## config.mk

```make
export PLATFORM = sky130hd
export DESIGN_NAME = c2s_ram
export DESIGN_NICKNAME = d
export VERILOG_FILES = /design/src/rtl/c2s_ram.sv
export SDC_FILE = /design/constraint.sdc
export NUM_CORES = 2
export LEC_CHECK = 0
export BUFFER_PORTS_ARGS = -buffer_cell sky130_fd_sc_hd__buf_2
export CAP_MARGIN = 20
export CORE_ASPECT_RATIO = 0.9
export CORE_UTILIZATION = 37
export CTS_CLUSTER_SIZE = 24
export DETAILED_ROUTE_END_ITERATION = 6
export GPL_TIMING_DRIVEN = 0
export PLACE_DENSITY = 0.62
export SLEW_MARGIN = 20
export SYNTH_ARGS = -nofsm -noshare
export SYNTH_HDL_FRONTEND = slang
export SYNTH_SLANG_ARGS = --single-unit
```

## constraint.sdc

```tcl
create_clock -name aclk -period 7.6 [get_ports aclk]
set_input_delay 0.76 -clock aclk [delete_from_list [all_inputs] [get_ports aclk]]
set_output_delay 0.76 -clock aclk [all_outputs]
set_load 0.02 [all_outputs]
```

## src/rtl/c2s_ram.sv

```systemverilog
// Generic single-port-write, single-port-read RAM with registered read.
// Depends on nothing.
module c2s_ram #(
    parameter int WIDTH = 16,
    parameter int DEPTH = 256
) (
    input  logic                     aclk,
    input  logic                     we,
    input  logic [$clog2(DEPTH)-1:0] waddr,
    input  logic [WIDTH-1:0]         wdata,
    input  logic [$clog2(DEPTH)-1:0] raddr,
    output logic [WIDTH-1:0]         rdata
);
    logic [WIDTH-1:0] mem [DEPTH];

    always_ff @(posedge aclk) begin
        if (we) begin
            mem[waddr] <= wdata;
        end
        rdata <= mem[raddr];
    end
endmodule

```

==> results.toml <==
[global_route]
grt_max_degree = 129
grt_pass1_vias = 81240
grt_pass1_wl_um = 665400
grt_usage_pct = 22.12
antenna_found_initial = 38
grt-ovfl-total = 0

[die]
core.rowCount = 227
dieArea_um2 = 431600
num_io_pins = 50
die_h_um = 623.3
start_util_pct = 37.28
die_w_um = 692.4
coreArea_um2 = 425800

[final_layout]
drive_above_1_share_pct = 27.64
n_fill_cell = 35690
nNetsFinal = 8104
layoutNonFillerInstCount = 14050
utilization_pct = 43.31
multi_input_area_um2 = 33850
register_area_um2 = 123300
syn_to_final_growth_pct = 16.17

[pwr]
power_mw = 47.88
power.leakage_nw = 57.66
power_density_nw_per_um2 = 259.7
peakVddDrop_mv = 0.2010

[min_path]
min_path_cells = 1
hold_path.class = "in2reg"
hold_start = "wdata[12]"

[worst_setup_path]
critPathLaunchType = "primary input"
critPathMaxStageDelay_ns = 1.08
crit_fanout = 10
crit_type = "in2reg"
worstReg2RegStart = "mem[41][15]"
crit_required_ns = 8.35
cp-end-kind = "flip-flop"
cp_cell_sequence = "clkbuf_2, inv_2, buf_2, clkbuf_1, clkbuf_1, clkbuf_1, nor3_1, nor3_1, nor4_2"
critPathLaunch = "raddr[3]"
cp.depth = 9
crit_arrival_ns = 5.86
path_delay_family = "buffers and inverters"
cpMostUsedCell = "clkbuf_1"
critPathBufInv = 6
slowest_stage = "nor3_1"
rr_worst_depth = 6

[synth]
syn_inst = 7360
yosys.area.top_type_share_pct = 77.50
ys_async_sr_fraction_pct = 0
avgSynthCellArea_um2 = 21.56
synth_seq_cells = 4112
synthTopCellsByCount = "4096 x edfxtp_1, 797 x mux4_2, 565 x mux2i_1, 304 x nor2_1, 252 x o221ai_1"
yosysWarnings = 0
yosysUniqueCellTypes = 52
synth_seq_area_share_pct = 77.70
netlist_area_um2 = 158700
synth_flop_cell = "edfxtp_1"
synth_edf_count = 4096
synth.most_common_cell = "edfxtp_1"
ys_top_cells_by_area = "edfxtp_1 77%, mux4_2 11%, mux2i_1 3.6%, o221ai_1 1.4%, nor2_1 0.72%"
syn_nets = 7394
yosys.area.top_type = "edfxtp_1"

[timing]
setup_viol_count_final = 0
period_share_pct = 67.25
period_minus_slack_ns = 5.111
rsz0062_at_grt = "false"
setup_ws_ns = 2.489
tightest_slew_ns = 1.351
skew_ns = 0.07223
relSlewSlack_pct = 9.236
tns_ns = 0
hold_viol_final = 0
slew_violations = 0
fmax_mhz = 195.6

[place]
io_buffer_count = 39
dp_cells = 13270
place_ws_ns = 1.841
gp_congestion = 0.9876
dpl.hpwl_um = 337200

[drt]
ant_nets = 0
vias = 84120
wl_met3_um = 63960
routed_wl_um = 490200
wl_per_cell_um = 34.89
drt-initial-drc-count = 13410
top_layer = "met5"
drc = 0
first_pass_iters = 7
routed_via_density = 5.987
drt-met1-wl_um = 185800
wl_met2_um = 216100

[clock_tree]
cts_root_buffer = "clkbuf_16"
cts.repair.resized = 0
htree_levels = 5
clk_latency_ns = 1.00
clk_path_buf_depth = 4
hold_buffers = 0
cts.sinks = 4112
cts_setup_buffers = 0
cts_buffers = 411
clk_pin_slew_worst_paths_ns = 0.06
cts_tree = "built"

[run]
drv_cap = 0

[outcome]
status = "finished clean"
==> layout make-up <==
cell class,count,share of cell area (%)
diodes,28,0.03800
plain buffers,452,1.504
clock buffers,486,5.777
clock inverters,270,1.355
inverters,4,0.008143
multi-input cells,2792,18.36
flip-flops and latches,4112,66.88
well taps,5610,3.807
repair buffers,297,2.273
==> metal layers <==
metal / vias to the layer above / global-route usage, %
li1: 32820 / -
met1: 44580 / 30.02
met2: 5746 / 33.01
met3: 968 / 7.095
met4: 8 / 9.040
met5: - / 0
==> final timing paths <==
| check | endpoint | slack, ns |
|---|---|---|
| worst min-delay path | mem[55][12] | 0.06 |
| worst min register to register | rdata[5] | 1.19 |
| worst max-delay path | rdata[7] | 2.49 |
| worst max register to register | rdata[15] | 4.10 |
==> where the power goes <==
group | switching (mW) | internal [mW] | total (mW)
Clock | 8.77 | 11.3 | 20.0
Combinational | 1.96 | 0.862 | 2.82
Sequential | 0.0151 | 25.0 | 25.0
Total | 10.7 | 37.1 | 47.9
==> logic make-up (layout without fill, tap and decap cells) <==
| family | after synthesis | after routing | share of synthesized area, % |
|---|---|---|---|
| buf+inv | 456 | 1509 | 1.693 |
| flops | 4112 | 4112 | 77.70 |
| mux | 1450 | 1450 | 15.50 |
| compound gates | 786 | 786 | 3.537 |
| simple gates | 556 | 556 | 1.574 |
| other cells | 0 | 28 | 0 |
==> sequential cells by signal, summed over array words and instances, names as in the netlist <==
register,count
rdata,16
mem,4096
==> stage by stage <==
stage	hold slack (ns)	area, µm²
global placement	1.189	165900
CTS	0.009488	184300
detailed placement	1.059	171100
floorplan	0.8538	158700
global route	0.05317	184300
finish	0.06200	184400
==> worst reg2reg max path, cell delays in order, from the launching register on <==
cell      delay, ns
edfxtp_1       0.33
mux2i_1        0.07
o221ai_1       0.37
a21oi_1        0.13
nor3_1         1.08
o32ai_2        0.44
nor4_2         0.87
==> cells in the final DEF, fill, tap and decap left out, drive strengths merged, types with 3 or more instances in the layout <==
| cell | synthesis | final |
|---|---|---|
| buf | 222 | 519 |
| a221oi | 28 | 28 |
| nor2b | 9 | 9 |
| nor2 | 304 | 304 |
| nand2b | 3 | 3 |
| nand4b | 3 | 3 |
| inv | 4 | 17 |
| a21oi | 175 | 175 |
| a31oi | 6 | 6 |
| a22o | 32 | 32 |
| or2 | 5 | 5 |
| a2111oi | 6 | 6 |
| o221ai | 253 | 253 |
| dfxtp | 16 | 16 |
| clkinv | 0 | 201 |
| mux2i | 565 | 565 |
| nand2 | 38 | 38 |
| nand3 | 35 | 35 |
| nor4 | 18 | 18 |
| mux2 | 88 | 88 |
| edfxtp | 4096 | 4096 |
| a22oi | 43 | 43 |
| o31ai | 16 | 16 |
| diode | 0 | 28 |
| a211oi | 18 | 18 |
| mux4 | 797 | 797 |
| clkbuf | 230 | 716 |
| o21ai | 38 | 38 |
| and3 | 11 | 11 |
| o32ai | 21 | 21 |
| bufinv | 0 | 37 |
| nand4 | 26 | 26 |
| nor3 | 92 | 92 |
| o22ai | 148 | 148 |
| clkinvlp | 0 | 19 |
No activity file was read; power rests on OpenSTA's default activity.
