--- src/rtl/c2s_pkg.sv ---
// Types, constants and helpers for the stride-2 convolution unit.
// Depends on nothing; imported by the front, queue, back and top modules.
package c2s_pkg;
    localparam int MAX_CHANNELS_DEF = 16;
    localparam int MAX_HEIGHT_DEF   = 32;
    localparam int MAX_WIDTH_DEF    = 32;
    localparam int MAX_FILTERS_DEF  = 16;
    localparam int MAX_KERNEL_DEF   = 5;

    localparam int SUM_W = 48;
    localparam int SAMPLE_W = 16;
    localparam int IN_W = 40;      // 36 payload bits padded to bytes

    typedef enum logic [1:0] {
        FUNC_LOAD_WEIGHT = 2'd0,
        FUNC_LOAD_PIXEL  = 2'd1,
        FUNC_COMPUTE     = 2'd2,
        FUNC_UNUSED      = 2'd3
    } func_t;

    typedef enum logic [2:0] {
        CFG_NUM_CHANNELS  = 3'd0,
        CFG_IMAGE_HEIGHT  = 3'd1,
        CFG_IMAGE_WIDTH   = 3'd2,
        CFG_NUM_FILTERS   = 3'd3,
        CFG_KERNEL_HEIGHT = 3'd4,
        CFG_KERNEL_WIDTH  = 3'd5
    } cfg_idx_t;

    typedef enum logic [1:0] {
        ST_IDLE,
        ST_RUN,
        ST_DRAIN,
        ST_OUT
    } bk_state_t;

    // Compute job handed from the front part to the back part.
    typedef struct packed {
        logic       err;
        logic [3:0] filter;
        logic [4:0] row;
        logic [4:0] col;
    } job_t;
endpackage

--- src/rtl/c2s_queue.sv ---
// Short job queue between front and back parts.
// Uses c2s_pkg for the job type.
module c2s_queue #(
    parameter int DEPTH = 2
) (
    input  logic          aclk,
    input  logic          aresetn,
    input  logic          push,
    input  c2s_pkg::job_t din,
    output logic          full,
    input  logic          pop,
    output logic          empty,
    output c2s_pkg::job_t dout
);
    import c2s_pkg::*;
    localparam int AW = (DEPTH > 1) ? $clog2(DEPTH) : 1;

    job_t           slot_reg [DEPTH];
    logic [AW-1:0]  wp_reg, rp_reg;
    logic [AW:0]    cnt_reg;

    assign full  = (cnt_reg == (AW+1)'(DEPTH));
    assign empty = (cnt_reg == '0);
    assign dout  = slot_reg[rp_reg];

    always_ff @(posedge aclk) begin
        if (push) begin
            slot_reg[wp_reg] <= din;
        end
    end

    always_ff @(posedge aclk) begin
        if (!aresetn) begin
            wp_reg <= '0;
            rp_reg <= '0;
            cnt_reg <= '0;
        end else begin
            if (push) begin
                wp_reg <= (32'(wp_reg) == DEPTH-1) ? '0 : wp_reg + 1'b1;
            end
            if (pop) begin
                rp_reg <= (32'(rp_reg) == DEPTH-1) ? '0 : rp_reg + 1'b1;
            end
            cnt_reg <= cnt_reg + (AW+1)'(push) - (AW+1)'(pop);
        end
    end
endmodule

--- config.mk ---
export PLATFORM = sky130hd
export DESIGN_NAME = c2s_queue
export DESIGN_NICKNAME = d
export VERILOG_FILES = /design/src/rtl/c2s_pkg.sv /design/src/rtl/c2s_queue.sv
export SDC_FILE = /design/constraint.sdc
export NUM_CORES = 1
export LEC_CHECK = 0
export BUFFER_PORTS_ARGS = -buffer_cell sky130_fd_sc_hd__buf_2
export CAP_MARGIN = 20
export CORE_ASPECT_RATIO = 1.25
export CORE_MARGIN = 2
export CORE_UTILIZATION = 46
export CTS_BUF_LIST = sky130_fd_sc_hd__clkbuf_16
export DETAILED_ROUTE_END_ITERATION = 8
export PLACE_DENSITY = 0.67
export SLEW_MARGIN = 20
export SYNTH_ARGS = -nofsm -noshare
export SYNTH_HDL_FRONTEND = slang
export SYNTH_SLANG_ARGS = --single-unit
--- constraint.sdc ---
create_clock -name aclk -period 4.55 [get_ports aclk]
set_clock_uncertainty 0.15 [all_clocks]
set_input_delay 0.455 -clock aclk [delete_from_list [all_inputs] [get_ports aclk]]
set_output_delay 0.455 -clock aclk [all_outputs]
set_load 0.05 [all_outputs]
==> impl_metrics.py <==
metrics = {
    "die": {
        "die_h_um": 64.9,
        "core_area_sq_um": 2890,
        "initial_standard_cell_utilization_of_the_core_pct": 47.2,
        "io_pins": 36,
        "die-area_sq_um": 3420,
        "fp-row-count": 22,
        "die_x_um": 52.7,
    },
    "yosys": {
        "post-synth-top-count-cell": "sky130_fd_sc_hd__edfxtp_1",
        "synth_area_per_cell_sq_um": 20.1,
        "edff_count_synth": 30,
        "synth_seq_cells": 35,
        "yosysWarnings": 0,
        "yosys-top-cells-count": "sky130_fd_sc_hd__edfxtp_1, sky130_fd_sc_hd__mux2_4, sky130_fd_sc_hd__dfxtp_1, sky130_fd_sc_hd__mux2_2",
        "share_of_the_synthesized_area_in_the_top_cell_type_pct": 66.1,
        "syn-num-nets": 89,
        "mapped_cell_area_sq_um": 1360,
        "synth_ff_type": "sky130_fd_sc_hd__edfxtp_1",
        "yosysSeqAreaShare_pct": 73.4,
        "yosysUniqueCellTypes": 14,
        "synth.area.top_cells": "sky130_fd_sc_hd__edfxtp_1, sky130_fd_sc_hd__mux2_4, sky130_fd_sc_hd__dfxtp_1",
        "ys_async_sr_fraction_pct": 0,
        "synth_cells": 68,
        "post-synth-top-area-cell": "sky130_fd_sc_hd__edfxtp_1",
    },
    "global_route": {
        "global_route_wire_length_before_repair_um": 2810,
        "groute.usage.overall_pct": 12.2,
        "first_global_vias": 663,
        "initial_antenna_violation_count": 0,
        "grt.overflow.total": 0,
        "grt_max_degree": 16,
    },
    "sta": {
        "max_freq_mhz": 428,
        "report.final.hold_viol_count": 0,
        "worst-slew-pin-transition_ps": 814,
        "setup-violations-final": 0,
        "timing.final.crit_share_pct": 51.4,
        "worst_slew_margin_rel_pct": 45.6,
        "final_period_minus_worst_setup_slack_ps": 2340,
        "final_worst_hold_slack_ps": 222,
        "maxSlewViolCount": 0,
        "rsz_0062_raised_after_global_routing": "no",
        "setup_tns_ps": 0,
    },
    "worst_setup_path": {
        "critPathArrivalTime_ps": 1730,
        "rr_startpoint": "wp_reg$_SDFFE_PN0P_",
        "critPathCaptureType": "primary output",
        "cp.required_ps": 3940,
        "timing.critical_path.fanout_max": 15,
        "timing.critical_path.from_type": "flip-flop",
        "criticalPathCategory": "flip-flop to primary output",
        "rr_worst_depth": 2,
    },
    "hold_path": {
        "worstHoldStart": "din[13]",
        "hold_path.class": "input pin to flip-flop",
        "holdPathStages": 1,
    },
    "clocking": {
        "postCtsHoldBufs": 0,
        "cts_post_setup_buffers_inserted": 0,
        "clkSinkCount": 35,
        "cts_buffer_depth": 2,
        "ctsRootBufferMaster": "sky130_fd_sc_hd__clkbuf_16",
        "cts_buffers": 5,
        "cts_repair_resize_count": 0,
        "clkTransAtPathRegs_ps": 50,
        "clk-insertion-delay-late_ps": 270,
        "htree_num_levels": 2,
        "cts_tree": "done",
    },
    "cells_and_area": {
        "fillerInstances": 236,
        "insertedDiodeCount": 0,
        "design.final.nets": 130,
        "largest_register_ff_count": 30,
        "syn_to_final_growth_pct": 24.4,
        "drive_above_1_share_pct": 50.9,
    },
    "detailed_routing": {
        "wl_met2_um": 924,
        "drtPass1Iterations": 2,
        "detailedRoute.firstIterationViolations": 8,
        "detail-route-antenna-nets": 0,
        "detail_route.wirelength_um": 1740,
        "vias_per_cell": 4.67,
        "drt-met1-wl_um": 636,
        "routed_vias": 682,
        "met3WireLength_um": 125,
        "route.top_layer_used": "met4",
        "route.detailed.drc": 0,
        "wl_per_cell_um": 11.9,
    },
    "power_and_ir_drop": {
        "power-per-cell-area_nw_per_um2": 491,
        "leakage_nw": 0.696,
        "max-vdd-ir-drop_mv": 0.374,
    },
    "placed_design": {
        "place_hpwl_um": 1250,
        "placement.io_buffers": 35,
        "place.gp.congestion": 0.645,
    },
    "status": {
        "status": "finished clean",
    },
    "run": {
        "max_cap_viol_count": 0,
    },
}
-- final timing paths --
kind	endpoint	slack, ps
worst max register to register	slot_reg[0][14]$_DFFE_PP_	3070
worst min register to register	flip-flop	430
worst min-delay path	slot_reg[1][13]$_DFFE_PP_	220
worst max-delay path	dout[6]	2210
-- worst max-delay path, cell delays in order, from the launching register on --
cell and delay, ps:
sky130_fd_sc_hd__dfxtp_1 850, sky130_fd_sc_hd__mux2_2 410, sky130_fd_sc_hd__buf_2 210
-- placed cells by master (no fill, tap or decap) --
cell / n
sky130_fd_sc_hd__buf_2: 35
sky130_fd_sc_hd__and2_1: 4
sky130_fd_sc_hd__mux2_4: 10
sky130_fd_sc_hd__dfxtp_1: 5
sky130_fd_sc_hd__mux2_2: 5
sky130_fd_sc_hd__buf_4: 1
sky130_fd_sc_hd__inv_1: 3
sky130_fd_sc_hd__xnor3_1: 1
sky130_fd_sc_hd__edfxtp_1: 30
sky130_fd_sc_hd__nor2_1: 1
sky130_fd_sc_hd__xor2_1: 1
sky130_fd_sc_hd__ha_1: 2
sky130_fd_sc_hd__clkbuf_16: 5
sky130_fd_sc_hd__clkinv_1: 2
sky130_fd_sc_hd__nor2b_1: 4
sky130_fd_sc_hd__o21a_1: 1
-- cell type report --
cell class                      count  area, sq um  area share, %
Timing Repair Buffer               36          183           10.8
Sequential cell                    35         1000           59.0
Multi-Input combinational cell     29          324           19.1
Clock buffer                        5          125           7.37
Tap cell                           36         45.0           2.65
Clock inverter                      3         11.3          0.664
Inverter                            2         7.51          0.442
-- power breakdown --
group	internal [mW]	total [mW]	switching, mW
logic	0.0528	0.145	0.0924
registers	0.371	0.384	0.0130
clock network	0.196	0.303	0.107
-- per-layer routing --
metal  up-vias  global-route usage (%)
met4         0                    9.62
li1        333                       -
met2        26                    19.8
met3         8                    3.92
met5         -                       0
met1       315                    12.4
-- stage by stage --
| step | cells | util, % | total power [mW] | setup WS (ps) | area, sq um |
|---|---|---|---|---|---|
| detailed placement | 138 | 54.0 | 0.538 | 2440 | 1560 |
| CTS | 146 | 58.7 | 0.840 | 2150 | 1700 |
| global placement | 138 | 54.0 | 0.535 | 2470 | 1560 |
| finish | 146 | 58.7 | 0.832 | 2210 | 1700 |
| global route | 146 | 58.7 | 0.863 | 2090 | 1700 |
| floorplan | 68 | - | 0.510 | 2800 | 1360 |
-- kinds of logic (layout without fill, tap and decap cells) --
family | Yosys count | after routing | share of synthesized area, %
AO/OA/AOI/OAI | 1 | 1 | 0.551
XOR/XNOR | 2 | 2 | 2.29
buffers and inverters | 4 | 46 | 2.84
adder cells (fa/ha/maj) | 2 | 2 | 1.83
AND/OR/NAND/NOR | 9 | 9 | 3.94
flip-flops | 35 | 35 | 73.4
multiplexers | 15 | 15 | 15.1
(Power assumes the default switching activity.)
