==> config.mk <==
export PLATFORM = sky130hd
export DESIGN_NAME = c2s_front
export DESIGN_NICKNAME = d
export VERILOG_FILES = /design/src/rtl/c2s_pkg.sv /design/src/rtl/c2s_front.sv
export SDC_FILE = /design/constraint.sdc
export NUM_CORES = 1
export LEC_CHECK = 0
export BUFFER_PORTS_ARGS = -buffer_cell sky130_fd_sc_hd__buf_2
export CORE_ASPECT_RATIO = 0.9
export CORE_MARGIN = 2
export CORE_UTILIZATION = 49
export DETAILED_ROUTE_END_ITERATION = 16
export GPL_ROUTABILITY_DRIVEN = 0
export GPL_TIMING_DRIVEN = 0
export PLACE_DENSITY = 0.81
export RECOVER_POWER = 50
export SYNTH_ARGS = -nofsm -noshare
export SYNTH_HDL_FRONTEND = slang
export SYNTH_SLANG_ARGS = --single-unit
==> constraint.sdc <==
create_clock -name vclk -period 6.5
set_input_delay 0.65 -clock vclk [all_inputs]
set_output_delay 0.65 -clock vclk [all_outputs]
set_load 0.02 [all_outputs]
==> src/rtl/c2s_pkg.sv <==
// Types, constants and helpers for the stride-2 convolution unit.
// Depends on nothing; imported by the front, queue, back and top modules.
package c2s_pkg;
    localparam int MAX_CHANNELS_DEF = 16;
    localparam int MAX_HEIGHT_DEF   = 32;
    localparam int MAX_WIDTH_DEF    = 32;
    localparam int MAX_FILTERS_DEF  = 16;
    localparam int MAX_KERNEL_DEF   = 5;

    localparam int SUM_W = 48;
    localparam int SAMPLE_W = 16;
    localparam int IN_W = 40;      // 36 payload bits padded to bytes

    typedef enum logic [1:0] {
        FUNC_LOAD_WEIGHT = 2'd0,
        FUNC_LOAD_PIXEL  = 2'd1,
        FUNC_COMPUTE     = 2'd2,
        FUNC_UNUSED      = 2'd3
    } func_t;

    typedef enum logic [2:0] {
        CFG_NUM_CHANNELS  = 3'd0,
        CFG_IMAGE_HEIGHT  = 3'd1,
        CFG_IMAGE_WIDTH   = 3'd2,
        CFG_NUM_FILTERS   = 3'd3,
        CFG_KERNEL_HEIGHT = 3'd4,
        CFG_KERNEL_WIDTH  = 3'd5
    } cfg_idx_t;

    typedef enum logic [1:0] {
        ST_IDLE,
        ST_RUN,
        ST_DRAIN,
        ST_OUT
    } bk_state_t;

    // Compute job handed from the front part to the back part.
    typedef struct packed {
        logic       err;
        logic [3:0] filter;
        logic [4:0] row;
        logic [4:0] col;
    } job_t;
endpackage

==> src/rtl/c2s_front.sv <==
// Front part: takes input transfers, writes loads to the stores and
// classifies compute requests into jobs for the queue. Uses c2s_pkg.
module c2s_front #(
    parameter int MAX_CHANNELS = c2s_pkg::MAX_CHANNELS_DEF,
    parameter int MAX_HEIGHT   = c2s_pkg::MAX_HEIGHT_DEF,
    parameter int MAX_WIDTH    = c2s_pkg::MAX_WIDTH_DEF,
    parameter int MAX_FILTERS  = c2s_pkg::MAX_FILTERS_DEF,
    parameter int MAX_KERNEL   = c2s_pkg::MAX_KERNEL_DEF,
    parameter int W_DEPTH      = MAX_FILTERS * MAX_CHANNELS * MAX_KERNEL * MAX_KERNEL,
    parameter int I_DEPTH      = MAX_CHANNELS * MAX_HEIGHT * MAX_WIDTH
) (
    input  logic                       s_tvalid,
    output logic                       s_tready,
    input  logic [c2s_pkg::IN_W-1:0]   s_tdata,
    input  logic [4:0]                 num_channels,
    input  logic [5:0]                 image_height,
    input  logic [5:0]                 image_width,
    input  logic [4:0]                 num_filters,
    input  logic [2:0]                 kernel_height,
    input  logic [2:0]                 kernel_width,
    output logic                       w_we,
    output logic [$clog2(W_DEPTH)-1:0] w_waddr,
    output logic                       i_we,
    output logic [$clog2(I_DEPTH)-1:0] i_waddr,
    output logic [15:0]                wr_data,
    output logic                       job_push,
    output c2s_pkg::job_t              job,
    input  logic                       job_full,
    input  logic                       job_empty,
    input  logic                       back_busy
);
    import c2s_pkg::*;
    localparam int WA = $clog2(W_DEPTH);
    localparam int IA = $clog2(I_DEPTH);

    logic [1:0] func;
    logic [3:0] f, c;
    logic [4:0] row, col;
    logic       acc, cfg_ok, req_ok;
    logic [5:0] h_out, w_out;

    assign func = s_tdata[1:0];
    assign f    = s_tdata[5:2];
    assign c    = s_tdata[9:6];
    assign row  = s_tdata[14:10];
    assign col  = s_tdata[19:15];
    assign wr_data = s_tdata[35:20];

    // A compute waits for queue room; any other item waits until no earlier
    // compute is queued or still reading the stores.
    assign s_tready = (func == FUNC_COMPUTE) ? !job_full : (job_empty && !back_busy);
    assign acc = s_tvalid && s_tready;

    always_comb begin
        cfg_ok = (num_channels != 0) && (32'(num_channels) <= MAX_CHANNELS)
              && (image_height != 0) && (32'(image_height) <= MAX_HEIGHT)
              && (image_width != 0) && (32'(image_width) <= MAX_WIDTH)
              && (num_filters != 0) && (32'(num_filters) <= MAX_FILTERS)
              && (kernel_height != 0) && (32'(kernel_height) <= MAX_KERNEL)
              && (kernel_width != 0) && (32'(kernel_width) <= MAX_KERNEL)
              && (6'(kernel_height) <= image_height)
              && (6'(kernel_width) <= image_width);
        h_out = 6'd1 + ((image_height - 6'(kernel_height)) >> 1);
        w_out = 6'd1 + ((image_width - 6'(kernel_width)) >> 1);
        req_ok = cfg_ok && (5'(f) < num_filters) && (6'(row) < h_out)
              && (6'(col) < w_out);
    end

    assign w_we = acc && (func == FUNC_LOAD_WEIGHT) && (32'(f) < MAX_FILTERS)
               && (32'(c) < MAX_CHANNELS) && (32'(row) < MAX_KERNEL)
               && (32'(col) < MAX_KERNEL);
    assign w_waddr = WA'(((32'(f) * MAX_CHANNELS + 32'(c)) * MAX_KERNEL + 32'(row))
                         * MAX_KERNEL + 32'(col));
    assign i_we = acc && (func == FUNC_LOAD_PIXEL) && (32'(c) < MAX_CHANNELS)
               && (32'(row) < MAX_HEIGHT) && (32'(col) < MAX_WIDTH);
    assign i_waddr = IA'((32'(c) * MAX_HEIGHT + 32'(row)) * MAX_WIDTH + 32'(col));

    assign job_push = acc && (func == FUNC_COMPUTE);
    assign job.err = !req_ok;
    assign job.filter = f;
    assign job.row = row;
    assign job.col = col;
endmodule

==> impl_results.md <==
- Wire per inst: 11.8 um
- ANT cells: 0
- Pre-CTS WS: 1.00 ns
- Worst Hold Class: in -> out
- Max Clock Freq: 0.183 GHz
- Core Area: 5220 sq um
- RSZ-0062 raised after global routing: false
- Setup_tns: 0 ns
- Gr usage total: 0.192
- Final setup violation count: 0
- Peak supply drop: 0.350 mV
- Worst Path Max Fanout: 5
- Slowest stage delay, CP: 0.47 ns
- Count of pins over their slew limit: 0
- Seq_cells: 0
- Critical path launch point type: input pin
- Routed wire length: 6000 um
- Vias: 2,609
- Seq/Total Area, Yosys: 0
- Post-route insts no fill: 509
- Crit Path Category: in -> out
- Clock buffers: 0
- # IOs: 134
- Die H: 73.8 um
- Detailed Place HPWL: 5480 um
- Register area: 0 sq um
- DP Cell Count: 509
- CTS Hold Buffers Added: 0
- Cells after Synth: 328
- Syn. warnings: 0
- Worst setup margin: 1.04 ns
- # nets final: 593
- Initial drt markers: 82
- Final min period: 5.47 ns
- Setup Buffers After CTS: 0
- Initial core utilization: 0.508
- Crit-path cells: buf_2 -> ha_1 -> fa_1 -> ha_1 -> nor2b_4 -> o31a_4 -> a21oi_1 -> ha_1 -> ha_1 -> ha_1 -> o21a_1 -> a2111oi_2 -> o31ai_1 -> a21oi_1 -> xnor2_1 -> buf_2
- Commonest non-fill, non-tap cell in the layout: buf_2
- Final Hold Vio Count: 0
- Syn Std Cell Area: 2650 sq um
- Overall Power: 1110 uW
- Gr ovfl total: 0
- Pin count of the biggest net entering global routing: 8
- Syn Area/Cell: 8.09 sq um
- CP Capture Type: output port
- CP most frequent cell: ha_1
- Crit path arrival time: 4.81 ns
- Vias in the first global route: 2,349
- Area of the multi-input gates: 2180 sq um
- Die ar.: 6020 sq um
- Syn nets: 477
- Number of gates resized after CTS: 0
- Slew @ Worst Pin: 0.520 ns
- Most frequent cells in the layout: buf_2, ha_1, buf_4
- First-pass DRT Iterations: 4
- Hold_sp: s_tdata[31]
- Port Buffers: 114
- Final period util: 0.841
- Post-route ant nets: 0
- Status: finished clean
- Required time worst endpoint: 5.85 ns
- Crit-path slowest cell: fa_1
- Rel. slew slack: 0.644
- Pleak: 0.00181 uW
- Remaining DRCs: 0
- PD cells: 338 nW/um^2
- Hold Crit Depth: 2
- Count of cell types in the netlist: 50
- Initial antenna violation count: 0
- Max cap viols: 0
- First-pass GRT wire length: 9630 um
- Layout area overhead: 23.2%
- Chip width: 81.6 um
- Drt via density: 5.13
- Number of fill cells in the layout: 479
- Num rows: 25
- Hold Crit Endpoint: wr_data[11]
- Share of cells above drive strength 1: 0.317
## metal layers
metal,wire [um],vias up,GRT usage
li1,-,1351,-
met4,22,0,0.0167
met5,0,-,0
met1,2640,1164,0.258
met2,2970,90,0.353
met3,371,4,0.00614
## kinds of logic (layout without fill, tap and decap cells)
kind of cell               after synthesis  count (layout)  share of synthesized area
buffers and inverters                   81             195                      0.178
AOI/OAI and AO/OA                       78              78                      0.202
adders and majority gates               77              77                      0.386
and+or+nand+nor                         61              61                      0.117
xor gates and xnor gates                30              30                      0.113
muxes                                    1               1                    0.00377
## synth_stat cells, types with 2 or more instances
cell / count / area share
xor3_1: 2 / 0.018
o211a_1: 2 / 0.0075
nor2_1: 15 / 0.021
o21a_1: 3 / 0.0085
o21ai_1: 2 / 0.0038
nand2b_1: 4 / 0.0094
a211oi_2: 2 / 0.0094
a21oi_2: 2 / 0.0066
and2_1: 2 / 0.0047
nand3_1: 3 / 0.0057
or2_2: 2 / 0.0047
fa_1: 8 / 0.060
xnor2_1: 14 / 0.046
o211ai_1: 4 / 0.011
ha_1: 69 / 0.33
nor4_1: 3 / 0.0071
or3_1: 2 / 0.0047
nand3b_1: 2 / 0.0057
buf_4: 45 / 0.13
o21ai_0: 16 / 0.030
a211o_1: 2 / 0.0066
xor2_1: 13 / 0.043
o21bai_1: 2 / 0.0057
inv_1: 36 / 0.051
a21o_1: 8 / 0.023
a21oi_1: 22 / 0.041
nand2_1: 13 / 0.018
nor3_1: 8 / 0.015
## power breakdown
group / switching [uW] / internal (uW) / total, uW
Combinational: 637 / 468 / 1110
Sequential: 0 / 0 / 0
Clock: 0 / 0 / 0
Total: 637 / 468 / 1110
## metrics by stage
| stage | utilization | instance area, sq um | hold WS, ns |
|---|---|---|---|
| 5_1_grt | 0.626 | 3270 | 1.56 |
| 6_report | 0.626 | 3270 | 1.56 |
| 3_5_place_dp | 0.633 | 3310 | 1.52 |
| 3_3_place_gp | 0.633 | 3310 | 1.52 |
| 4_1_cts | 0.633 | 3310 | 1.52 |
| 2_1_floorplan | - | 2650 | 1.38 |
## worst max-delay path: cells and delay by family
family / cells / cell delay (ns)
buffers and inverters: 2 / 0.30
XOR/XNOR: 1 / 0.13
AND/OR/NAND/NOR: 1 / 0.15
adder cells (fa/ha/maj): 6 / 2.09
AO/OA/AOI/OAI: 6 / 1.48
## final cells by class
cell class | instances | share of cell area
multi-input combinational | 247 | 0.667
timing repair buffer | 114 | 0.163
buffer | 45 | 0.103
inverter | 36 | 0.0413
tap | 67 | 0.0256
## worst max path at each step
stage               start     endpoint  slack (ns)  cells after the start
4_1_cts        s_tdata[7]  w_waddr[11]        0.99                     16
6_report       s_tdata[7]  w_waddr[11]        1.04                     16
3_3_place_gp   s_tdata[7]  w_waddr[11]        1.04                     16
3_5_place_dp   s_tdata[7]  w_waddr[11]        1.00                     16
5_1_grt        s_tdata[7]  w_waddr[12]        0.79                     17
2_1_floorplan  s_tdata[7]  w_waddr[12]        1.43                     15
No activity file was read; power rests on OpenSTA's default activity.
