## src/rtl/c2s_pkg.sv

```systemverilog
// Types, constants and helpers for the stride-2 convolution unit.
// Depends on nothing; imported by the front, queue, back and top modules.
package c2s_pkg;
    localparam int MAX_CHANNELS_DEF = 16;
    localparam int MAX_HEIGHT_DEF   = 32;
    localparam int MAX_WIDTH_DEF    = 32;
    localparam int MAX_FILTERS_DEF  = 16;
    localparam int MAX_KERNEL_DEF   = 5;

    localparam int SUM_W = 48;
    localparam int SAMPLE_W = 16;
    localparam int IN_W = 40;      // 36 payload bits padded to bytes

    typedef enum logic [1:0] {
        FUNC_LOAD_WEIGHT = 2'd0,
        FUNC_LOAD_PIXEL  = 2'd1,
        FUNC_COMPUTE     = 2'd2,
        FUNC_UNUSED      = 2'd3
    } func_t;

    typedef enum logic [2:0] {
        CFG_NUM_CHANNELS  = 3'd0,
        CFG_IMAGE_HEIGHT  = 3'd1,
        CFG_IMAGE_WIDTH   = 3'd2,
        CFG_NUM_FILTERS   = 3'd3,
        CFG_KERNEL_HEIGHT = 3'd4,
        CFG_KERNEL_WIDTH  = 3'd5
    } cfg_idx_t;

    typedef enum logic [1:0] {
        ST_IDLE,
        ST_RUN,
        ST_DRAIN,
        ST_OUT
    } bk_state_t;

    // Compute job handed from the front part to the back part.
    typedef struct packed {
        logic       err;
        logic [3:0] filter;
        logic [4:0] row;
        logic [4:0] col;
    } job_t;
endpackage

```

## src/rtl/c2s_back.sv

```systemverilog
// Back part: walks channels and kernel taps of one job, one
// multiply-accumulate a cycle, and holds the result. Uses c2s_pkg.
module c2s_back #(
    parameter int MAX_CHANNELS = c2s_pkg::MAX_CHANNELS_DEF,
    parameter int MAX_HEIGHT   = c2s_pkg::MAX_HEIGHT_DEF,
    parameter int MAX_WIDTH    = c2s_pkg::MAX_WIDTH_DEF,
    parameter int MAX_FILTERS  = c2s_pkg::MAX_FILTERS_DEF,
    parameter int MAX_KERNEL   = c2s_pkg::MAX_KERNEL_DEF,
    parameter int W_DEPTH      = MAX_FILTERS * MAX_CHANNELS * MAX_KERNEL * MAX_KERNEL,
    parameter int I_DEPTH      = MAX_CHANNELS * MAX_HEIGHT * MAX_WIDTH
) (
    input  logic                       aclk,
    input  logic                       aresetn,
    input  logic                       job_empty,
    input  c2s_pkg::job_t              job,
    output logic                       job_pop,
    output logic                       busy,
    input  logic [4:0]                 num_channels,
    input  logic [2:0]                 kernel_height,
    input  logic [2:0]                 kernel_width,
    output logic [$clog2(W_DEPTH)-1:0] w_raddr,
    input  logic [15:0]                w_rdata,
    output logic [$clog2(I_DEPTH)-1:0] i_raddr,
    input  logic [15:0]                i_rdata,
    output logic                       m_tvalid,
    input  logic                       m_tready,
    output logic [c2s_pkg::SUM_W-1:0]  sum_out,
    output logic                       err_out
);
    import c2s_pkg::*;
    localparam int WA = $clog2(W_DEPTH);
    localparam int IA = $clog2(I_DEPTH);

    bk_state_t  state_reg, state_next;
    logic [4:0] ch_reg, ch_next;
    logic [2:0] r_reg, r_next, s_reg, s_next;
    logic       last_tap;
    logic       rd_v_reg, mul_v_reg;
    logic signed [31:0] prod_reg;
    logic signed [SUM_W-1:0] acc_reg;
    logic       err_reg;
    job_t       cur_reg;

    assign last_tap = (s_reg == kernel_width - 3'd1) && (r_reg == kernel_height - 3'd1)
                   && (ch_reg == num_channels - 5'd1);
    assign w_raddr = WA'(((32'(cur_reg.filter) * MAX_CHANNELS + 32'(ch_reg)) * MAX_KERNEL
                          + 32'(r_reg)) * MAX_KERNEL + 32'(s_reg));
    assign i_raddr = IA'((32'(ch_reg) * MAX_HEIGHT + 32'({cur_reg.row, 1'b0}) + 32'(r_reg))
                         * MAX_WIDTH + 32'({cur_reg.col, 1'b0}) + 32'(s_reg));

    // Store reads are issued only while walking the taps
    assign busy = (state_reg == ST_RUN);

    always_comb begin
        state_next = state_reg;
        ch_next = ch_reg;
        r_next = r_reg;
        s_next = s_reg;
        job_pop = 1'b0;
        case (state_reg)
            ST_IDLE: begin
                if (!job_empty) begin
                    job_pop = 1'b1;
                    ch_next = '0;
                    r_next = '0;
                    s_next = '0;
                    state_next = job.err ? ST_OUT : ST_RUN;
                end
            end
            ST_RUN: begin
                if (last_tap) begin
                    state_next = ST_DRAIN;
                end else if (s_reg == kernel_width - 3'd1) begin
                    s_next = '0;
                    if (r_reg == kernel_height - 3'd1) begin
                        r_next = '0;
                        ch_next = ch_reg + 5'd1;
                    end else begin
                        r_next = r_reg + 3'd1;
                    end
                end else begin
                    s_next = s_reg + 3'd1;
                end
            end
            ST_DRAIN: begin
                if (!rd_v_reg && !mul_v_reg) begin
                    state_next = ST_OUT;
                end
            end
            ST_OUT: begin
                if (m_tready) begin
                    state_next = ST_IDLE;
                end
            end
            default: state_next = ST_IDLE;
        endcase
    end

    always_ff @(posedge aclk) begin
        if (!aresetn) begin
            state_reg <= ST_IDLE;
            rd_v_reg <= 1'b0;
            mul_v_reg <= 1'b0;
        end else begin
            state_reg <= state_next;
            rd_v_reg <= (state_reg == ST_RUN);
            mul_v_reg <= rd_v_reg;
        end
    end

    always_ff @(posedge aclk) begin
        ch_reg <= ch_next;
        r_reg <= r_next;
        s_reg <= s_next;
        prod_reg <= $signed(w_rdata) * $signed(i_rdata);
        if (job_pop) begin
            cur_reg <= job;
            err_reg <= job.err;
            acc_reg <= '0;
        end else if (mul_v_reg) begin
            acc_reg <= acc_reg + SUM_W'(prod_reg);
        end
    end

    assign m_tvalid = (state_reg == ST_OUT);
    assign sum_out = err_reg ? '0 : acc_reg;
    assign err_out = err_reg;
endmodule

```

## config.mk

```make
export PLATFORM = sky130hd
export DESIGN_NAME = c2s_back
export DESIGN_NICKNAME = d
export VERILOG_FILES = /design/src/rtl/c2s_pkg.sv /design/src/rtl/c2s_back.sv
export SDC_FILE = /design/constraint.sdc
export NUM_CORES = 1
export LEC_CHECK = 0
export ABC_AREA = 0
export BUFFER_PORTS_ARGS = -buffer_cell sky130_fd_sc_hd__buf_2
export CORE_MARGIN = 4
export CORE_UTILIZATION = 33
export CTS_CLUSTER_SIZE = 40
export DETAILED_ROUTE_END_ITERATION = 12
export PLACE_DENSITY_LB_ADDON = 0.3
export SYNTH_ARGS = -nofsm -noshare
export SYNTH_HDL_FRONTEND = slang
export SYNTH_SLANG_ARGS = --single-unit
```

## constraint.sdc

```tcl
create_clock -name aclk -period 13.1 [get_ports aclk]
set_clock_uncertainty 0.1 [all_clocks]
set_input_delay 0.655 -clock aclk [delete_from_list [all_inputs] [get_ports aclk]]
set_output_delay 0.655 -clock aclk [all_outputs]
set_load 0.02 [all_outputs]
```

==> summary by stage, run 1 <==
Floorplan
The number of rows created at floorplan is 85. Pin placement for this block handled 141 I/O pins. The floorplan step defined a core boundary enclosing 54240 sq um. The die area is 59140 sq um.

The width of the die is 243.2 um. The die is 243.2 um tall. For this configuration, the core starts out at a cell density of 0.3365.

Critical path
The end of the worst register-to-register path is acc_reg[46]. The worst register-to-register path has a depth of 12. The worst-case register-to-register setup slack is 9540 ps. The worst-path maximum fanout is 16. In this run the critical register-to-register path is launched from acc_reg[0]. The arrival time at the worst endpoint is 6870 ps. STA classifies the critical path startpoint as an input port.

STA classifies the critical path endpoint as a register. The setup path with the least slack is of type input port to register. The data required time at the worst endpoint is 13280 ps.

Placement
The final weighted congestion in routability-driven placement is 0.8437. Buffers placed on the I/O ports in this run total 140. After legalization and detailed placement, the total HPWL measured 37350 um. The total instance count after detailed placement is 2820.

Synth
The post-synthesis adder-cell area fraction is 0.4354. The register area share after synthesis is 0.1349. Of the post-synthesis cell area, the part taken by muxes is 0.01433. Of the total synthesized cell area, the portion taken by AND, OR, NAND and NOR gates is 0.1748. The cell area after synthesis is 18250 sq um. The most instantiated flip-flop cell in the synthesis netlist is dfxtp_1. The async set-or-reset flop fraction in the synthesized netlist is 0. In this run, synthesis produced a sequential element count of 110. Averaged over all synthesized cells, the footprint is 8.948 sq um. The number of flops mapped to enable cells by yosys is 26. The synthesized-area fraction occupied by ao, oa, aoi and oai cells is 0.1027.

Of the total synthesized cell area, the portion taken by XOR and XNOR cells is 0.05422. The number of warnings printed during yosys synthesis is 0. The combinational family with the most area after synthesis is adder cells. In the synthesized netlist, the number of instances is 2040. The net count of the mapped netlist is 2577. The number of distinct standard cells referenced by the synthesized netlist is 66.

Layout
In the final layout, the share of cells above drive strength 1 is 0.07991. The number of diodes is 0. Relative to the synthesized area, the layout overhead comes to 9.301%. The final cell count without fillers is 2836.

At the end of the flow the core is filled with cells to 0.3678. At the end of the flow, the number of nets in the layout was 2672. The flip-flop count of the largest register, all copies and words added is 48.

STA
In this run the tightest slew margin relative to its limit is 0.3893. Of the available clock period, the critical path in the final layout requires 0.5102. Setup repair after global routing left no endpoint under its margin. The final hold slack is 366.1 ps. Setup violations remaining at the end of the flow were counted as 0. For the final routed database, the setup TNS stands at 0 ps. The maximum achievable frequency is 149.6 MHz. The clock period minus final worst setup slack is 6684 ps. The number of max-slew violations in the final report is 0. The hold violation total from the final report was 0. For the pin with the worst max-slew slack, the measured transition is 914.8 ps.

CTS
The master cell of the clock root buffer is clkbuf_16. The total of hold buffers inserted after clock tree synthesis is 0. Clock-pin slew was measured on the worst setup and hold paths at 80 ps.

The H-tree level count is 3. The longest clock path from root to sink contains 2 buffers. CTS saw 110 sinks. The insertion delay of the later-clocked pin in the worst-skew pair is 360 ps. The number of clock buffers added by TritonCTS is 9. The number of gates given a new drive strength after cts is 0. After clock tree synthesis, the setup repair step added 0 buffers.

The CTS tree is yes.

GRT
In the global route stage, overall resource usage came out at 0.1565. The wire length of the first global-routing pass is 76290 um. The pin count of the biggest net entering global routing is 62. Summed over all layers, the global routing overflow is 0. The number of antenna violations at the first check in global routing is 0.

The number of global-route vias before repair is 15.02k.

Drt
The count of routing violations after the opening detailed-route iteration is 640. After detailed routing, the number of vias per cell comes to 4.898. The final layout contains routed wiring with a total length of 45170 um. The final routed DRC violation total is 0. The average routed wire per standard cell is 15.93 um. The count of nets left with antenna violations once routing finished came out at 0. The first TritonRoute pass finished after 5 iterations. The number of vias in the routed layout is 13.89k.

Run status
The run finished with clean final reports.

Min path
In this run the worst hold path is classified as input port to register. Counting instances, the worst hold path has a depth of 1. The worst hold path startpoint is job[4]. The end point of the most critical hold path is cur_reg[4].

Run
Across the run, the number of max-cap violations was 0.
-- cell families after synthesis --
kind of cell             count (synthesis)
XOR/XNOR                               113
AND/OR/NAND/NOR                        622
multiplexers                            26
adder cells (fa/ha/maj)                475
buffers and inverters                  406
flip-flops                             110
AO/OA/AOI/OAI                          288
-- critical path, cell delays in order --
cell	delay, ps
buf_2	200
and2_1	210
fa_1	540
inv_1	50
fa_1	560
fa_1	430
fa_1	490
inv_1	50
fa_1	520
inv_1	60
fa_1	580
inv_1	60
ha_1	350
a21o_1	180
a21o_1	160
a21oi_1	170
o21ai_0	130
a32o_1	320
o41ai_2	380
o21ai_0	230
o32ai_1	370
xnor2_1	160
-- layout make-up --
cell class | instances | area [sq um]
Tap cell | 696 | 870.8
Clock inverter | 7 | 102.6
Inverter | 347 | 1303
Fill cell | 5553 | 34290
Clock buffer | 9 | 225.2
Multi-Input combinational cell | 1524 | 14260
Timing Repair Buffer | 143 | 723.2
Sequential cell | 110 | 2464
-- Yosys cell counts, drive strengths merged, types with 4 or more instances --
cell / n / area, sq um
o2111ai: 5 / 43.79
and3: 15 / 93.84
nor4: 7 / 43.79
clkbuf: 55 / 206.5
nor2: 103 / 386.6
o211a: 4 / 40.04
nand2: 169 / 634.4
a21oi: 78 / 390.4
nand4: 8 / 50.05
or4: 5 / 41.29
buf: 4 / 18.77
nand3: 22 / 110.1
xnor2: 77 / 674.4
o21ai: 62 / 310.3
nor2b: 64 / 400.4
o21a: 15 / 112.6
and2: 149 / 932.1
a211oi: 10 / 80.07
inv: 346 / 1299
nand3b: 7 / 52.55
mux2i: 25 / 250.2
fa: 267 / 5345
or3: 7 / 43.79
ha: 208 / 2603
o211ai: 9 / 67.56
a21o: 38 / 285.3
o31a: 4 / 35.03
edfxtp: 26 / 780.8
nand2b: 25 / 156.4
o21bai: 12 / 90.09
nor3: 28 / 140.1
xor2: 36 / 315.3
a21boi: 10 / 75.07
dfxtp: 84 / 1682
a31oi: 12 / 75.07
nor3b: 5 / 37.54
-- worst max-delay path by stage --
stage          startpoint      endpoint  slack (ps)
2_1_floorplan  w_rdata[7]  prod_reg[28]        6630
3_3_place_gp   w_rdata[5]  prod_reg[30]        6160
3_5_place_dp   w_rdata[5]  prod_reg[30]        6050
4_1_cts        w_rdata[5]  prod_reg[30]        6430
5_1_grt        i_rdata[1]  prod_reg[31]        6120
6_report       w_rdata[5]  prod_reg[30]        6420
-- per-layer routing --
layer / vias to the layer above / global-route usage / wire [um]
met1: 6826 / 0.1991 / 20170
met4: 0 / 0.02886 / 690
met2: 263 / 0.2894 / 22790
met3: 50 / 0.01600 / 1523
li1: 6752 / - / -
met5: - / 0 / 0
-- layout by cell type (no fill, tap or decap), drive strengths merged, types with 12 or more instances in the layout --
master    n
inv     350
fa      267
ha      208
nand2   169
and2    149
buf     143
nor2    103
dfxtp    84
a21oi    78
xnor2    77
nor2b    64
o21ai    62
a21o     38
xor2     36
nor3     28
edfxtp   26
nand2b   25
mux2i    25
nand3    22
o21a     15
and3     15
a31oi    12
o21bai   12
-- per-stage QoR --
step	worst slack, ps	area, sq um
6_report	6416	19950
5_1_grt	6116	19950
4_1_cts	6425	19950
3_5_place_dp	6048	19620
3_3_place_gp	6163	19620
2_1_floorplan	6632	18250
Power of run 1 is left out: the tool's default activity adds up to more than one toggle a clock period on the data nets, which glitch-free logic cannot reach.
==> inputs of run 2 (changes only) <==
==> constraint.sdc (replaced) <==
create_clock -name aclk -period 6.4 [get_ports aclk]
set_clock_uncertainty 0.1 [all_clocks]
set_input_delay 0.32 -clock aclk [delete_from_list [all_inputs] [get_ports aclk]]
set_output_delay 0.32 -clock aclk [all_outputs]
set_load 0.02 [all_outputs]
==> run 2 against run 1 <==
  * Global-route usage is 0.088 points lower
  * Core utilization is 0.71 points higher
  * Die area stayed put
  * Critical path type unchanged
  * Largest cell class unchanged
==> summary by stage, run 2 (synthesis results as in run 1) <==
Floorplan
The floorplan core area is 54240 sq um (unchanged). The starting utilization of the core area is 0.3365 (unchanged). The number of rows created at floorplan is 85 (unchanged).

The die area came to 59140 sq um (unchanged). The width of the die was 243.2 um (unchanged). The vertical die dimension is 243.2 um (unchanged).

The top-level port count was 141 (unchanged).

Layout
The area of all sequential standard cells is 2464 sq um (unchanged). The number of inserted filler cells in the final layout is 5481 (-1.3%). The top cell types in the final layout, fill and taps aside, are inv_1, fa_1, ha_1.

The share of cells above drive strength 1 is 0.1009 (+0.02101). The most common cell after layout, fill and taps aside is inv_1. The layout net count came to 2723 (+1.9%).

The area growth from synthesis to layout is 11.42%. The footprint of the multi-input gates is 14260 sq um (unchanged). The flip-flop count of the largest register, all copies and words added came to 48 (unchanged).

Run
The reported max-cap violation count is 0 (unchanged).

Critical path
Walking the worst path, the cells encountered are buf_2 > buf_4 > and2_1 > fa_1 > inv_1 > fa_1 > inv_1 > fa_1 > fa_1 > fa_1 > inv_1 > fa_1 > inv_1 > ha_1 > nand2_1 > o21ai_0 > a311oi_1 > a21boi_0 > o41a_1 > a211oi_1 > nor3_1 > xnor2_1. The slowest library cell on the worst path is fa_1. The largest incremental delay on the critical path is 550 ps (-30 ps). STA classifies the critical path endpoint as a register. The data required time at the worst endpoint is 6540 ps (-6740 ps).

The startpoint kind of the worst setup timing path is an input port. By startpoint and endpoint, the worst setup path is classified as input port to register. The arrival time at the worst endpoint is 6130 ps (-740 ps). The cell seen most often among critical-path stages is fa_1. The worst-path maximum fanout is 9 (-7).

CTS
The total of hold buffers inserted after clock tree synthesis is 0 (unchanged). The CTS tree is yes. The clock input transition at the sequential cells of the worst setup and hold paths came to 80 ps (about the same). The H-tree level count is 3 (unchanged).

The number of gates given a new drive strength after cts is 0 (unchanged). The count of buffers added by post-CTS timing repair for setup was 0 (unchanged). The insertion delay of the later-clocked pin in the worst-skew pair was 360 ps (about the same). The largest buffer count on any clock path is 2 (unchanged). The clock buffer count from CTS is 9 (unchanged). The clock sink count is 110 (unchanged).

The tree is rooted in a clkbuf_16.

STA
Based on the critical path, the design can be clocked at up to 167.0 MHz. The headroom to the max-slew limit is 0.4379 (+0.04855). The number of max-slew violations in the final report is 0 (unchanged). Setup repair after global routing left no endpoint under its margin.

After layout, the minimum clock period comes to 5987 ps. The final cycle utilization of the critical path is 0.9354. The pin slew with the least headroom to its limit was 842.1 ps (-72.73 ps). The total setup violations reported at the end of the flow is 0 (unchanged). The final sum of negative setup slack was 0 ps (unchanged).

The hold violation total from the final report is 0 (unchanged).

Run status
The flow ran to the end, and the final reports show no timing, DRC or antenna violations.

GRT
The number of antenna violations at the first check in global routing is 0 (unchanged). The pin count of the biggest net entering global routing is 63 (+1.6%). The overall fraction of global-route tracks in use came to 0.1556 (-0.0008795). The number of global-route vias before repair is 15.19k (+1.1%). The wire length of the first global-routing pass is 76270 um (about the same). The total overflow reported by the global router is 0 (unchanged).

Drt
The final routed DRC violation total is 0 (unchanged). The count of antenna-violating nets left after detailed routing was 0 (unchanged). The routed wire length is 45090 um (-0.17%).

The count of routing violations after the opening detailed-route iteration came to 549 (-14%). The average routed wire per standard cell came to 15.62 um (-1.9%). The routed via count divided by cell count is 4.850 (-0.99%).

The count of TritonRoute iterations in the first routing pass is 5 (unchanged). The number of vias in the routed layout is 14.00k (+0.79%).

Min path
The worst hold path belongs to the class input port to register.

Placement
The final weighted congestion in routability-driven placement is 0.8749 (+3.7%). The number of buffers inserted by port buffering is 140 (unchanged). The HPWL reported at the end of detailed placement is 38630 um (+3.4%).
## run 2: changes by cell type in the layout (fill, tap and decap cells not counted)
cell	previous run	this run
diode_2	0	1
bufinv_16	2	0
inv_8	2	0
buf_12	0	3
clkinvlp_4	0	1
buf_4	3	51
clkbuf_8	0	1
clkbuf_16	9	10
## run 2: area by class of cell
cell class                 count  share of cell area
multi-input combinational   1524              0.7013
sequential                   110              0.1211
inverter                     347             0.06404
timing repair buffer         194             0.05623
tap                          696             0.04282
clock buffer                  11             0.01298
clock inverter                 4            0.001353
antenna                        1           0.0001230
## run 2: stage by stage
stage / instances / cell area (sq um) / hold WS (ps) / setup slack (ps) / utilization
global placement: 2871 / 20040 / 356.8 / 60.26 / 0.3696
finish: 2887 / 20340 / 33.21 / 413.3 / 0.3750
global route: 2886 / 20340 / 20.25 / 68.87 / 0.3749
detailed placement: 2871 / 20040 / 349.5 / 9.921 / 0.3696
floorplan: 2040 / 18250 / 318.9 / 267.4 / -
CTS: 2886 / 20340 / 19.73 / 389.6 / 0.3749
## run 2: worst max-delay path, delay by kind of cell
family | cells | cell delay (ps)
compound gates | 5 | 1310
xor+xnor | 1 | 130
fa+ha+maj | 7 | 3510
buf+inv | 6 | 480
simple gates | 3 | 360
## run 2: path summary, 6_finish.rpt
| path | from | to | slack, ps | cells after the start |
|---|---|---|---|---|
| worst max-delay path | w_rdata[5] | prod_reg[31] | 410 | 22 |
| worst min-delay path | job[4] | cur_reg[4] | 30 | 1 |
| worst min register to register | rd_v_reg | mul_v_reg | 360 | 1 |
| worst max register to register | acc_reg[0] | acc_reg[46] | 2810 | 12 |
## run 2: metal layers
| layer | vias up | track usage | wire, um |
|---|---|---|---|
| met3 | 56 | 0.01655 | 1725 |
| met4 | 0 | 0.03361 | 866 |
| li1 | 6842 | - | - |
| met1 | 6827 | 0.1965 | 20060 |
| met5 | - | 0 | 0 |
| met2 | 276 | 0.2867 | 22440 |
Power of run 2 is left out for the same reason.
